`src/pcmx_pkg.sv`:
```
`timescale 1ns / 1ps
// ----------------------------------------------------------------------------
// pcmx_pkg
// Shared types, register indexes and format codes for the PCM export block.
// ----------------------------------------------------------------------------
package pcmx_pkg;

   localparam int unsigned NumLanes = 2;

   localparam logic [1:0] FMT_INT16 = 2'd0;
   localparam logic [1:0] FMT_INT24 = 2'd1;
   localparam logic [1:0] FMT_INT32 = 2'd2;
   localparam logic [1:0] FMT_FLT32 = 2'd3;

   localparam logic [1:0] REG_OUT_FORMAT = 2'd0;
   localparam logic [1:0] REG_OUT_CHANNELS = 2'd1;
   localparam logic [1:0] REG_SOURCE_CHANNELS = 2'd2;
   localparam logic [1:0] REG_ALIGN_WORDS = 2'd3;

   typedef struct packed {
      logic [1:0] out_format;
      logic       align_words;
   } cfg_type;

   typedef struct packed {
      logic [31:0] word;
      logic [2:0]  bytes;
      logic        flag;
   } lane_res_type;

endpackage

```
`src/pcmx_if.sv`:
```
`timescale 1ns / 1ps
// ----------------------------------------------------------------------------
// pcmx_if
// Valid/ready channel interfaces for frames, words and register writes.
// ----------------------------------------------------------------------------
interface pcmx_req_if;
   logic        valid;
   logic        ready;
   logic [31:0] sample_left;
   logic [31:0] sample_right;
   logic        last_frame;
   modport source (output valid, sample_left, sample_right, last_frame, input ready);
   modport sink (input valid, sample_left, sample_right, last_frame, output ready);
endinterface

interface pcmx_rsp_if;
   logic        valid;
   logic        ready;
   logic [31:0] pcm_word;
   logic [2:0]  byte_count;
   logic        last_word;
   logic        overflow_seen;
   modport source (output valid, pcm_word, byte_count, last_word, overflow_seen,
                   input ready);
   modport sink (input valid, pcm_word, byte_count, last_word, overflow_seen,
                 output ready);
endinterface

interface pcmx_csr_if;
   logic        valid;
   logic        ready;
   logic [1:0]  index;
   logic [31:0] data;
   modport source (output valid, index, data, input ready);
   modport sink (input valid, index, data, output ready);
endinterface

```
`src/pcm_float_to_int_export.sv`:
```
`timescale 1ns / 1ps
// ----------------------------------------------------------------------------
// pcm_float_to_int_export
// Converts stereo float frames to int16/int24/int32 or float PCM words.
// ----------------------------------------------------------------------------
// Both samples of a frame are converted combinationally by two lanes and held
// in a frame register; the merge stage sends them out one word per cycle while
// rsp.ready is high, two words for a stereo frame and one for a mono-out
// frame. A new frame is taken as soon as the held frame's final word leaves.
// The overflow flag is sticky across frames and clears after a frame marked last.
module pcm_float_to_int_export
   import pcmx_pkg::*;
(
   input logic       clock,
   input logic       reset,
   pcmx_req_if.sink  req,
   pcmx_rsp_if.source rsp,
   pcmx_csr_if.sink  csr
);

   cfg_type      cfg;
   logic [1:0]   out_ch_ff;
   logic [1:0]   src_ch_ff;
   logic [31:0]  right_smp;
   lane_res_type res0, res1;

   logic         full_ff, full_in;
   logic         sel_ff, sel_in;
   logic         two_ff;
   logic         last_ff;
   logic         flag0_ff, flag1_ff;
   lane_res_type hold0_ff, hold1_ff;
   logic         sticky_ff, sticky_in;
   logic         take, give, final_word;

   assign csr.ready = 1'b1;

   always_ff @(posedge clock) begin
      if (reset) begin
         cfg.out_format <= FMT_INT16;
         cfg.align_words <= 1'b0;
         out_ch_ff <= 2'd2;
         src_ch_ff <= 2'd2;
      end else if (csr.valid) begin
         unique case (csr.index)
            REG_OUT_FORMAT: cfg.out_format <= csr.data[1:0];
            REG_OUT_CHANNELS: out_ch_ff <= csr.data[1:0];
            REG_SOURCE_CHANNELS: src_ch_ff <= csr.data[1:0];
            default: cfg.align_words <= csr.data[0];
         endcase
      end
   end

   assign right_smp = (src_ch_ff < 2'd2) ? req.sample_left : req.sample_right;

   pcmx_lane u_lane0 (.sample(req.sample_left), .cfg(cfg), .res(res0));
   pcmx_lane u_lane1 (.sample(right_smp), .cfg(cfg), .res(res1));

   assign final_word = two_ff ? sel_ff : 1'b1;
   assign give = full_ff && rsp.ready;
   assign req.ready = !full_ff || (rsp.ready && final_word);
   assign take = req.valid && req.ready;

   always_comb begin
      full_in = full_ff;
      sel_in = sel_ff;
      sticky_in = sticky_ff;
      if (give) begin
         sel_in = 1'b1;
         if (final_word) begin
            full_in = 1'b0;
            sticky_in = last_ff ? 1'b0 : flag1_ff;
         end
      end
      if (take) begin
         full_in = 1'b1;
         sel_in = 1'b0;
      end
   end

   always_ff @(posedge clock) begin
      if (reset) begin
         full_ff <= 1'b0;
         sel_ff <= 1'b0;
         sticky_ff <= 1'b0;
      end else begin
         full_ff <= full_in;
         sel_ff <= sel_in;
         sticky_ff <= sticky_in;
      end
   end

   // sticky bit per word: prior state plus lanes up to this word
   always_ff @(posedge clock) begin
      if (take) begin
         hold0_ff <= res0;
         hold1_ff <= res1;
         two_ff <= (out_ch_ff >= 2'd2);
         last_ff <= req.last_frame;
         flag0_ff <= sticky_in | res0.flag;
         flag1_ff <= sticky_in | res0.flag | ((out_ch_ff >= 2'd2) & res1.flag);
      end
   end

   assign rsp.valid = full_ff;
   assign rsp.pcm_word = sel_ff ? hold1_ff.word : hold0_ff.word;
   assign rsp.byte_count = sel_ff ? hold1_ff.bytes : hold0_ff.bytes;
   assign rsp.last_word = last_ff && final_word;
   assign rsp.overflow_seen = sel_ff ? flag1_ff : flag0_ff;

   a_sel_only_stereo: assert property (@(posedge clock) disable iff (reset)
      (full_ff && sel_ff) |-> two_ff) else $error("second word on mono frame");
   a_no_take_midframe: assert property (@(posedge clock) disable iff (reset)
      (full_ff && !final_word) |-> !req.ready) else $error("frame overrun");
   a_flag_monotone: assert property (@(posedge clock) disable iff (reset)
      (full_ff && sel_ff && flag0_ff) |-> flag1_ff) else $error("flag dropped");

endmodule

```
`src/pcmx_lane.sv`:
```
`timescale 1ns / 1ps
// ----------------------------------------------------------------------------
// pcmx_lane
// One float to PCM converter: scale, truncate, clamp and overflow detect.
// ----------------------------------------------------------------------------
module pcmx_lane
   import pcmx_pkg::*;
(
   input  logic [31:0]  sample,
   input  cfg_type      cfg,
   output lane_res_type res
);

   logic        sgn;
   logic [7:0]  expo;
   logic        is_nan;
   logic [23:0] mant;
   logic [7:0]  scale_e;
   logic [8:0]  e2;
   logic [32:0] mag;
   logic        big;
   logic [32:0] clampv;
   logic [32:0] warnp;
   logic [32:0] warnn;
   logic [32:0] outm;
   logic        flg;
   logic [31:0] sword;

   assign sgn = sample[31];
   assign expo = sample[30:23];
   assign mant = {1'b1, sample[22:0]};
   assign is_nan = (expo == 8'hff) && (sample[22:0] != 23'd0);

   always_comb begin
      unique case (cfg.out_format)
         FMT_INT16: begin
            scale_e = 8'd15; clampv = 33'd32766; warnp = 33'd32770; warnn = 33'd32770;
         end
         FMT_INT24: begin
            scale_e = 8'd23; clampv = 33'd8388606;
            warnp = 33'd8388610; warnn = 33'd8388610;
         end
         default: begin
            scale_e = 8'd31; clampv = 33'h7fffffff;
            warnp = 33'h7fffffff; warnn = 33'h80000000;
         end
      endcase
   end

   // value = mant * 2^(expo - 150 + scale_e); magnitude of 2^33 or more only matters as big
   always_comb begin
      e2 = {1'b0, expo} + {1'b0, scale_e};
      big = 1'b0;
      mag = 33'd0;
      if (expo == 8'd0) begin
         mag = 33'd0;
      end else if (e2 >= 9'd160) begin
         big = 1'b1;
      end else if (e2 >= 9'd150) begin
         mag = {9'd0, mant} << (e2 - 9'd150);
      end else if (e2 >= 9'd126) begin
         mag = {9'd0, mant} >> (9'd150 - e2);
      end
   end

   always_comb begin
      flg = 1'b0;
      outm = mag;
      if (is_nan) begin
         outm = 33'd0;
      end else if (big || mag > clampv) begin
         outm = clampv;
         flg = sgn ? (big || mag > warnn) : (big || mag > warnp);
      end
      sword = sgn ? 32'd0 - outm[31:0] : outm[31:0];
   end

   always_comb begin
      res.flag = 1'b0;
      unique case (cfg.out_format)
         FMT_INT16: begin
            res.word = {16'd0, sword[15:0]};
            res.bytes = cfg.align_words ? 3'd4 : 3'd2;
            res.flag = flg;
         end
         FMT_INT24: begin
            res.word = {8'd0, sword[23:0]};
            res.bytes = cfg.align_words ? 3'd4 : 3'd3;
            res.flag = flg;
         end
         FMT_INT32: begin
            res.word = sword;
            res.bytes = 3'd4;
            res.flag = flg;
         end
         default: begin
            res.word = sample;
            res.bytes = 3'd4;
         end
      endcase
   end

endmodule

```
`src/flat_wrapper.sv`:
```
// flat-port wrapper written by rule: the top's interface ports become plain ports
module pcm_float_to_int_export_flat import pcmx_pkg::*;
  (clock, reset, req_valid, req_sample_left, req_sample_right, req_last_frame, req_ready, rsp_valid, rsp_pcm_word, rsp_byte_count, rsp_last_word, rsp_overflow_seen, rsp_ready, csr_valid, csr_index, csr_data, csr_ready);
  pcmx_req_if req_i ();
  pcmx_rsp_if rsp_i ();
  pcmx_csr_if csr_i ();
  input logic clock;
  input logic reset;
  input wire logic [$bits(req_i.valid)-1:0] req_valid;
  input wire logic [$bits(req_i.sample_left)-1:0] req_sample_left;
  input wire logic [$bits(req_i.sample_right)-1:0] req_sample_right;
  input wire logic [$bits(req_i.last_frame)-1:0] req_last_frame;
  output wire logic [$bits(req_i.ready)-1:0] req_ready;
  output wire logic [$bits(rsp_i.valid)-1:0] rsp_valid;
  output wire logic [$bits(rsp_i.pcm_word)-1:0] rsp_pcm_word;
  output wire logic [$bits(rsp_i.byte_count)-1:0] rsp_byte_count;
  output wire logic [$bits(rsp_i.last_word)-1:0] rsp_last_word;
  output wire logic [$bits(rsp_i.overflow_seen)-1:0] rsp_overflow_seen;
  input wire logic [$bits(rsp_i.ready)-1:0] rsp_ready;
  input wire logic [$bits(csr_i.valid)-1:0] csr_valid;
  input wire logic [$bits(csr_i.index)-1:0] csr_index;
  input wire logic [$bits(csr_i.data)-1:0] csr_data;
  output wire logic [$bits(csr_i.ready)-1:0] csr_ready;
  assign req_i.valid = req_valid;
  assign req_i.sample_left = req_sample_left;
  assign req_i.sample_right = req_sample_right;
  assign req_i.last_frame = req_last_frame;
  assign req_ready = req_i.ready;
  assign rsp_valid = rsp_i.valid;
  assign rsp_pcm_word = rsp_i.pcm_word;
  assign rsp_byte_count = rsp_i.byte_count;
  assign rsp_last_word = rsp_i.last_word;
  assign rsp_overflow_seen = rsp_i.overflow_seen;
  assign rsp_i.ready = rsp_ready;
  assign csr_i.valid = csr_valid;
  assign csr_i.index = csr_index;
  assign csr_i.data = csr_data;
  assign csr_ready = csr_i.ready;
  pcm_float_to_int_export u_core (.clock(clock), .reset(reset), .req(req_i), .rsp(rsp_i), .csr(csr_i));
endmodule
```
`config.mk`:
```
export PLATFORM = sky130hd
export DESIGN_NAME = pcm_float_to_int_export_flat
export DESIGN_NICKNAME = d
export VERILOG_FILES = /design/src/pcmx_pkg.sv /design/src/pcmx_if.sv /design/src/pcm_float_to_int_export.sv /design/src/pcmx_lane.sv /design/src/flat_wrapper.sv
export SDC_FILE = /design/constraint.sdc
export NUM_CORES = 1
export LEC_CHECK = 0
export BUFFER_PORTS_ARGS = -buffer_cell sky130_fd_sc_hd__buf_2
export CAP_MARGIN = 20
export CORE_ASPECT_RATIO = 1.4
export CORE_MARGIN = 3
export CORE_UTILIZATION = 32
export DETAILED_ROUTE_END_ITERATION = 8
export GPL_TIMING_DRIVEN = 0
export PLACE_DENSITY = 0.6
export SYNTH_ARGS = -nofsm -noshare
export SYNTH_HDL_FRONTEND = slang
export SYNTH_SLANG_ARGS = --single-unit
```
`constraint.sdc`:
```
create_clock -name clock -period 11.3 [get_ports clock]
set_input_delay 0.565 -clock clock [delete_from_list [all_inputs] [get_ports clock]]
set_output_delay 0.565 -clock clock [all_outputs]
set_load 0.01 [all_outputs]
```
==> results of run 1 <==
[placed cells by master, fill, tap and decap left out, types with 16 or more instances in the layout]
cell,synthesis,routed
nor4_1,26,25
nand2b_1,29,29
nand3_1,72,72
edfxtp_1,71,71
o22ai_1,41,33
xnor2_1,30,29
and3_1,16,16
xor2_1,20,19
nor2_1,180,177
buf_2,35,132
nor2b_1,19,19
nand2_1,247,247
o211ai_1,30,30
o31ai_1,23,23
o21ai_0,142,138
mux2_2,72,72
and2_1,22,21
mux4_2,29,29
a21o_1,31,31
ha_1,96,93
clkbuf_1,109,91
a31oi_1,41,40
o21a_1,19,19
buf_4,5,22
nand4_1,41,41
or3_1,20,20
a211oi_1,29,27
nor3_1,68,67
a21oi_1,173,164
mux2i_1,160,158
o21ai_1,21,23
inv_1,54,53
[routing by layer]
layer / wire length [um] / vias to the layer above / share of wire (%) / track usage [%]
met5: 0 / - / 0 / 0
met4: 9875 / 0 / 11 / 27.40
met3: 4608 / 326 / 5.1 / 2.682
met2: 44140 / 1036 / 49 / 54.87
met1: 31590 / 9480 / 35 / 32.08
li1: - / 8840 / - / -
[worst max path at each step]
stage,to,slack (ns),depth (start not counted)
final,u_core.hold1_ff[34],0.36,39
after global routing,u_core.hold0_ff[34],0.02,41
after CTS,u_core.hold1_ff[34],0.03,46
after detailed placement,u_core.hold1_ff[34],-3.48,47
after global placement,u_core.hold1_ff[34],-3.61,47
after floorplan,u_core.hold1_ff[34],0.69,46
[per-stage QoR]
step	util, %	hold slack, ns	total power [W]	cells
6_report	36.44	0.3994	0.002657	3091
5_1_grt	36.44	0.4015	0.002795	3091
4_1_cts	36.30	0.3948	0.002595	3091
3_5_place_dp	35.24	0.4800	0.002277	3075
3_3_place_gp	35.14	0.4725	0.002289	3070
2_1_floorplan	-	0.4436	0.001675	2262
[final cells by class]
cell class,instances,area (um^2)
Clock inverter,5,32.53
Inverter,61,234.0
Sequential cell,79,2293
Multi-Input combinational cell,1948,13990
Fill cell,5583,33300
Timing Repair Buffer,116,618.1
Buffer,164,804.5
Tap cell,707,884.6
Clock buffer,11,232.7
[flip-flops by register name, summed over array words and instances (netlist names)]
| signal | flops |
|---|---|
| u_core.hold0_ff | 35 |
| u_core.out_ch_ff | 1 |
| u_core.src_ch_ff | 1 |
| u_core.last_ff | 1 |
| u_core.sel_ff | 1 |
| u_core.cfg | 3 |
| u_core.rsp.valid | 1 |
| u_core.flag0_ff | 1 |
| u_core.two_ff | 1 |
| u_core.flag1_ff | 1 |
| u_core.hold1_ff | 32 |
| u_core.sticky_ff | 1 |
[cell families after synthesis]
logic type | after synthesis
AO/OA/AOI/OAI | 698
flip-flops | 79
multiplexers | 265
buffers and inverters | 235
adder cells (fa/ha/maj) | 97
AND/OR/NAND/NOR | 824
XOR/XNOR | 63
other | 1
[repair_timing]
item / 4_1_cts / 5_1_grt
setup buffers: 5 / 3
setup endpoints to repair: 50 / 19
endpoints found under the hold margin: 0 / 0
resized for setup: 76 / 15
pin swaps: 4 / 5
[report_power, final]
group | internal (W) | switching [W]
sequential | 0.000378 | 0.0000122
clock | 0.000149 | 0.000117
combinational | 0.000691 | 0.00131
==> results.md, run 1 <==
STA:
- The timing-limited maximum frequency is 91.44 MHz.
- For the pin with the worst max-slew slack, the measured transition is about 1.2 ns.
- The setup-violating endpoint count in the final report is 0.
- The share of the cycle needed by the critical path after routing is a little over nine tenths.
- For the final routed database, the setup TNS stands at 0 ns.
- The number of hold violations in the final report was 0.
- The number of max-slew violations in the final report is 0.
- Setup repair after global routing left no endpoint under its margin.
- The shortest clock period the worst path allows after layout is between 10 and 15 ns.
- The post-layout worst setup margin is between 0.3 and 0.4 ns.
- Headroom to the max-slew limit came out at 18.24%.
- The clock skew after layout is 0.009351 ns.

Synth:
- After synthesis, the largest family of logic cells by area is compound AO/OA/AOI/OAI gates.
- The top-area cell type share of the netlist area is 12.52%.
- The library cell occupying the most area in the post-synthesis netlist is edfxtp_1.
- For this run, the register share of the synthesized area comes to approximately 13%.
- When the netlist entered floorplanning its net count stood at between 2000 and 2500.
- The fraction of the mapped netlist area in compound gates is between 20% and 30%.
- The dominant synthesized flop cell is edfxtp_1.
- The most common cell in the netlist is nand2_1.
- The share of synthesized cell area in full adder, half adder and majority cells is between 7 and 8%.
- Of the post-synthesis cell area, the part taken by muxes is about 18%.
- The cell count after synthesis came out at approximately 2300.
- After synthesis, the share of flip-flops with an asynchronous set or reset is 0%.
- Averaged over all synthesized cells, the footprint is 7.526 um^2.
- Yosys mapped the design onto 114 distinct sky130hd cell types.
- The synthesized netlist occupies a cell area of around 17000 um^2.
- Sorting the synthesized cells by how often they occur yields nand2_1, nor2_1, a21oi_1, mux2i_1, o21ai_0.
- Yosys attributes the largest share of cell area to edfxtp_1, mux2i_1, ha_1.
- Yosys mapped a number of flops with a built-in enable equal to 71.
- The parity-gate share of the synthesized area counting xor and xnor cells is 4.175%.
- The Yosys step of the flow raised 0 warnings.
- The post-synthesis share of cell area spent on and, or, nand and nor gates is about a quarter.
- In this run, synthesis produced a sequential element count of 79.

Power and ir drop:
- Summed over all cells, the static leakage comes to 7.926 nW.
- Power spread over the standard cell area amounts to between 100 and 150 nW/um^2.
- The maximum VDD drop is ~0.075 mV.

Hold path:
- The endpoint of the worst hold path is u_core.last_ff.
- The path class of the tightest hold or removal check is input port to flop.
- Counting instances, the worst hold path has a depth of 1.
- The beginning of the worst hold path is req_last_frame.

Die:
- The vertical extent of the die is around 280 um.
- The die boundary width is between 200 and 250 um.
- The site row count is 99.
- The area enclosed by the die boundary is around 56000 um^2.
- During I/O placement, the number of pins put on the boundary was 144.
- The floorplan core area is about 52000 um^2.
- The initial utilization of the core area, before any placement, comes to roughly a third.

Global routing:
- The overall global routing resource usage is roughly 30%.
- The number of global-route vias before repair is slightly below 20000.
- The total overflow left after global routing is 0.
- The initial antenna violation count came to 0.
- Entering global routing, the biggest net connects 73 pins.
- The first global-routing pass estimated ~130 mm of wire.

Setup path:
- Across all register-to-register paths, the minimum setup slack is around 0.36 ns.
- In this run the critical register-to-register path is captured at u_core.hold1_ff[34].
- The worst setup path is launched from a flop.
- For this design, the slowest cell found on the critical path is nor4_2.
- The category of the most critical setup path is flop to flop.
- By instance count, the cell type seen most on the critical path is buf_6.
- Counting both buffers and inverters, the worst setup path holds a total of 10.
- The data required time at the worst endpoint is 11.37 ns.
- STA classifies the critical path endpoint as a flop.
- The data arrival time of the critical path is around 11 ns.
- The cell class contributing the biggest share of worst-path delay is simple AND/OR/NAND/NOR gates.
- In this design, the stage delay of the slowest critical-path cell is 0.65 ns.
- The worst setup path startpoint is u_core.src_ch_ff[1].
- The startpoint identified for the worst register-to-register timing path is u_core.src_ch_ff[1].
- The maximum fanout encountered on the critical timing path is 19.
- The number of cells on the worst reg-to-reg path is 39.

Final layout:
- Of the cells placed in the final design, the portion with a size suffix greater than 1 is between 10% and 20%.
- 0 antenna diodes ended up in the layout.
- The total number of nets in the final design is between 2000 and 3000.
- The design area is 19090 um^2.
- Relative to the synthesized area, the layout overhead comes to 12.15%.

CTS:
- For the worst-skew pair, the clock arrives at the later sink with an insertion delay of 0.34 ns.
- TritonCTS built the clock tree.
- The total CTS buffers is 9.
- Counting along the longest clock path gives a buffer depth of 2.
- The clock drives 79 sinks.
- The quantity of hold-fixing buffers added after cts is 0.
- After clock tree synthesis, the clock-pin slew on the worst setup and hold paths is about 0.07 ns.
- The clock tree synthesis step divided the H-tree into 3 levels.
- In this run the clock root is driven by a clkbuf_16.

Placed design:
- Buffers placed on the I/O ports in this run total 101.
- The placed instances occupy a cell area of ~18000 um^2.
- The detailed placer's ending HPWL is around 74 mm.
- The congestion estimate from routability-driven global placement came to approximately 1.0.
- The post-placement setup slack is -3.480 ns.

Detailed routing:
- The number of DRC markers in iteration 0 is between 1500 and 2000.
- The final wirelength is about 90 mm.
- The remaining antenna violation count is 0.
- In the routed layout, each cell is associated on average with a via count of between 6 and 7.
- The via count is just under 20000.
- In the final routed layout, each cell accounts on average for ~30 um.
- The pre-antenna-repair detailed-routing pass consisted of 8 iterations.
- The remaining routing DRC violations is 0.

Run:
- Max-cap violations in this run came to 0.

Status:
- The run finished with clean final reports.
(Power assumes the default switching activity.)
==> inputs of run 2 (changes only) <==
--- a/config.mk
+++ b/config.mk
@@ -5,6 +5,7 @@
 export SDC_FILE = /design/constraint.sdc
 export NUM_CORES = 1
 export LEC_CHECK = 0
+export ABC_AREA = 1
 export BUFFER_PORTS_ARGS = -buffer_cell sky130_fd_sc_hd__buf_2
 export CAP_MARGIN = 20
 export CORE_ASPECT_RATIO = 1.4
@@ -12,7 +13,6 @@
 export CORE_UTILIZATION = 32
 export DETAILED_ROUTE_END_ITERATION = 8
 export GPL_TIMING_DRIVEN = 0
-export PLACE_DENSITY = 0.6
 export SYNTH_ARGS = -nofsm -noshare
 export SYNTH_HDL_FRONTEND = slang
 export SYNTH_SLANG_ARGS = --single-unit
==> run 2 against run 1 <==
Flip-flop and latch count stayed put. Area after synthesis is 1.2% lower. Combinational power grew 17%. Sequential power increased by 5.1%. Design area down 2.7%. Global-route usage is 0.35 points lower. Clock power is 6% higher. Non-clock buffer count decreased by 13. Largest power group unchanged. Highest routed layer unchanged.
==> results.md, run 2 <==
Final layout:
- The most frequent standard cell in the layout excluding fill and tap cells is nand2_1.
- In the layout the commonest cells are nand2_1, nand3_1, nor2_1.
- Compared with the post-synthesis result, the final layout area differs by 10.42%.
- The design area is about 19000 um^2.
- The largest registers in the layout are u_core.hold0_ff: 35 flops, u_core.hold1_ff: 32 flops, u_core.cfg: 3 flops.
- The net count of the finished layout is 3379.
- The layout filler cell count is around 6000.
- The number of flip-flops in the largest register is 35.
- For this run, the number of standard cells in the final layout without fillers is ~3800.
- The register with the highest flop count is u_core.hold0_ff.
- The fraction of layout cells with a size suffix above 1 is 9.516%.

Synth:
- The most common cell in the netlist is nand2_1.
- Among all flip-flop cells after synthesis, the most frequent one is edfxtp_1.
- The number of synthesized flops with an enable pin is 71.
- When the netlist entered floorplanning its net count stood at 3250.
- Each instance of the synthesized netlist takes up on average roughly 5.5 um^2.
- The biggest area contributor in the post-synthesis netlist is nand2_1.
- The share of the Yosys chip area taken by registers is a little over an eighth.
- The number of warning messages in the yosys log is 0.
- The share of synthesized area in the top cell type comes to 21.33%.
- The async set or reset register ratio after synthesis is 0%.
- In the post-synthesis netlist, the biggest area contributors are nand2_1, nand3_1, edfxtp_1.
- The netlist uses 66 different library cells.
- The synthesized flop and latch total is 79.
- The cell count after synthesis is 3050.
- The netlist area before placement is about 17000 um^2.
- By count the netlist is led by nand2_1, nand3_1, nor2_1, inv_1, o21ai_0.

Global routing:
- The global routing's busiest layer is met2.
- The pin count of the biggest net entering global routing is 42.
- The first global-routing pass estimated ~130 mm of wire.
- The met1 layer usage reported by global route is around a third.
- The overall global routing resource usage is between 30 and 40%.
- The met3 track demand over resource in global routing is around 3.6%.
- The total overflow left after global routing is 0.
- The number of global-route vias before repair is about 21000.
- For this run, global-route usage on met2 was measured as 50.87%.
- The initial antenna violation count is 2.

CTS:
- For the worst-skew pair, the clock arrives at the later sink with an insertion delay of 0.34 ns.
- Once the clock tree was built, the setup fixing pass inserted 0 buffers.
- Gates resized during post-CTS repair numbered 0.
- The total CTS buffers is 9.
- The clock net in this run drives a total of between 70 and 80 sinks.
- The total number of H-tree levels is 3.
- The quantity of hold-fixing buffers added after cts is 0.
- Counting along the longest clock path gives a buffer depth of 2.
- The CTS tree is done.
- The tree is rooted in a clkbuf_16.
- The clock-pin transition on the worst setup and hold timing paths is approximately 0.06 ns.

Placed design:
- Before CTS, the worst setup slack after placement is about 0.96 ns.
- The number of placed instances, taps included, is 3816.
- The wire-length estimate of the detail-placed layout is approximately 72 mm.
- The final estimated routing congestion in global placement is approximately 1.
- The placed instances occupy a cell area of 18280 um^2.
- The count of input and output buffers is 110.

Power and ir drop:
- In this run the static leakage power is between 9 and 10 nW.
- The internal power of the cells totals 0.001228 W.
- The total power per unit cell area is 162.6 nW/um^2.
- The share of total power dissipated in combinational logic is between 70% and 80%.
- The fraction of power consumed by the clock network is a little under a tenth.
- The maximum VDD drop is approximately 0.067 mV.
- Summing internal, switching and leakage power gives roughly 0.0030 W.
- For this design the total switching power over the nets is ~0.0018 W.
- Registers are responsible for ~14% of the overall power.
- The fraction of power spent switching nets is 59.36%.

Run:
- The reported max-cap violation count is 0.

STA:
- The post-route setup TNS is 0 ns.
- The setup-violating endpoint count in the final report is 0.
- The transition time at the pin with the least slew margin is 1.263 ns.
- The number of hold violations in the final report came to 0.
- The share of the cycle needed by the critical path after routing is between 90% and 100%.
- The shortest clock period the worst path allows after layout is 10.31 ns.
- Setup repair after global routing left no endpoint under its margin.
- The post-layout worst setup margin is 0.9883 ns.
- The clock skew after layout is 0.006787 ns.
- The timing-limited maximum frequency is between 90 and 100 MHz.
- The number of max-slew violations in the final report is 0.
- The worst pin sits at a relative slew slack of between 10% and 20%.

Die:
- The number of top-level pins is ~140.
- After floorplanning, the core was divided into a little under 100 placement rows.
- The area enclosed by the die boundary is 55390 um^2.
- The core region is 51500 um^2.
- The floorplan step set the die width to ~200 um.
- The starting utilization of the core area is ~33%.
- Measured along the y axis, the die boundary spans ~280 um.

Setup path:
- STA puts the critical path data required time at between 10 and 15 ns.
- The largest single stage delay on the critical path is 0.63 ns.
- STA classifies the critical path startpoint as an input port.
- In this run the worst setup path begins at req_sample_left[23].
- Among all stages on the critical path, the largest delay is contributed by nor2_1.
- The count of buffering cells on the critical path with inverters included is 16.
- Counting buffers and inverters, the worst setup path is 45 cells deep.
- The startpoint of the most critical register-to-register path is u_core.src_ch_ff[1].
- The setup check on the worst reg-to-reg path leaves a slack of 1.04 ns.
- The capture point of the worst reg-to-reg path is u_core.hold1_ff[30].
- The most critical setup path has its endpoint at u_core.hold1_ff[30].
- Among cell families on the critical path, the largest total delay comes from buffers and inverters.
- The data arrival time of the critical path is just over 10 ns.
- The maximum fanout encountered on the critical timing path is 11.
- STA classifies the critical path endpoint as a flop.
- The critical path is of the input port to flop type.
- The number of cells on the worst reg-to-reg path is 43.

Detailed routing:
- The remaining antenna violation count is 0.
- The detailed-router iteration count before antenna repair is 6.
- After detailed routing, the total wire length is between 80 and 90 mm.
- Dividing the detail-routed via count by the number of cells gives 5.786.
- The number of DRC markers in iteration 0 is 1965.
- The routed layout has 22190 vias.
- Dividing the detail-routed wire length by the instance count gives roughly 23 um.
- For this run, design rule violations remaining after detail routing come to 0.

Status:
- The run finished with clean final reports.

Hold path:
- The type of the worst min-delay path is input port to flop.
[run 2: cell types whose count changed after synthesis, sizes merged, moves of 74 or more]
cell / delta
nand2: +746
nand3: +422
inv: +218
mux2i: -159
nor2: +108
mux2: -74
[run 2: cells by family (layout without fill, tap and decap cells)]
family / Yosys count / after routing / share of synthesized area (%)
adders and majority gates: 96 / 96 / 7.141
and+or+nand+nor: 1952 / 1952 / 51.34
buffers and inverters: 435 / 569 / 10.47
xor gates and xnor gates: 35 / 35 / 1.867
muxes: 3 / 3 / 0.1785
DFF: 79 / 79 / 13.63
AOI/OAI and AO/OA: 449 / 449 / 15.35
other: 1 / 2 / 0.02230
[run 2: power by group through the flow]
stage	Clock (W)	Combinational (W)	Sequential [W]
2_1_floorplan	0	0.00155	0.000410
3_3_place_gp	0	0.00225	0.000418
3_5_place_dp	0	0.00225	0.000415
4_1_cts	0.000280	0.00226	0.000409
5_1_grt	0.000296	0.00254	0.000414
6_report	0.000283	0.00233	0.000410
[run 2: stage by stage]
stage,utilization (%),hold slack (ns)
2_1_floorplan,-,0.4370
3_3_place_gp,35.31,0.4483
3_5_place_dp,35.49,0.4564
4_1_cts,36.04,0.4002
5_1_grt,36.06,0.3933
6_report,36.06,0.4034
[run 2: worst register-to-register path: cells and delay by family, from the launching register on]
family,cells,cell delay (ns)
compound gates,9,1.53
fa+ha+maj,4,1.10
buf+inv,14,4.37
simple gates,16,2.61
flops,1,0.39
[run 2: how the worst min path moves through the flow]
stage	from	end	slack (ns)	cells after the start
2_1_floorplan	u_core.cfg[0]	u_core.cfg[0]	0.44	2
3_3_place_gp	u_core.cfg[0]	u_core.cfg[0]	0.45	2
3_5_place_dp	u_core.cfg[0]	u_core.cfg[0]	0.46	2
4_1_cts	req_last_frame	u_core.last_ff	0.40	1
5_1_grt	req_last_frame	u_core.last_ff	0.39	1
6_report	req_last_frame	u_core.last_ff	0.40	1
[run 2: cell type report]
cell class	instances	area, um^2	area share, %
clock inverter	5	48.80	0.2627
multi-input combinational	2536	12780	68.80
timing repair buffer	118	644.4	3.469
clock buffer	11	232.7	1.253
buffer	149	680.7	3.665
sequential	79	2292	12.34
tap	650	813.3	4.379
inverter	286	1081	5.821
antenna	1	2.502	0.01347
[run 2: routing by layer]
| metal | share of wire, % | vias up | wire [um] |
|---|---|---|---|
| met4 | 12 | 0 | 10210 |
| li1 | - | 10520 | - |
| met3 | 6.4 | 393 | 5545 |
| met5 | 0 | - | 0 |
| met1 | 35 | 10120 | 30640 |
| met2 | 47 | 1159 | 40560 |
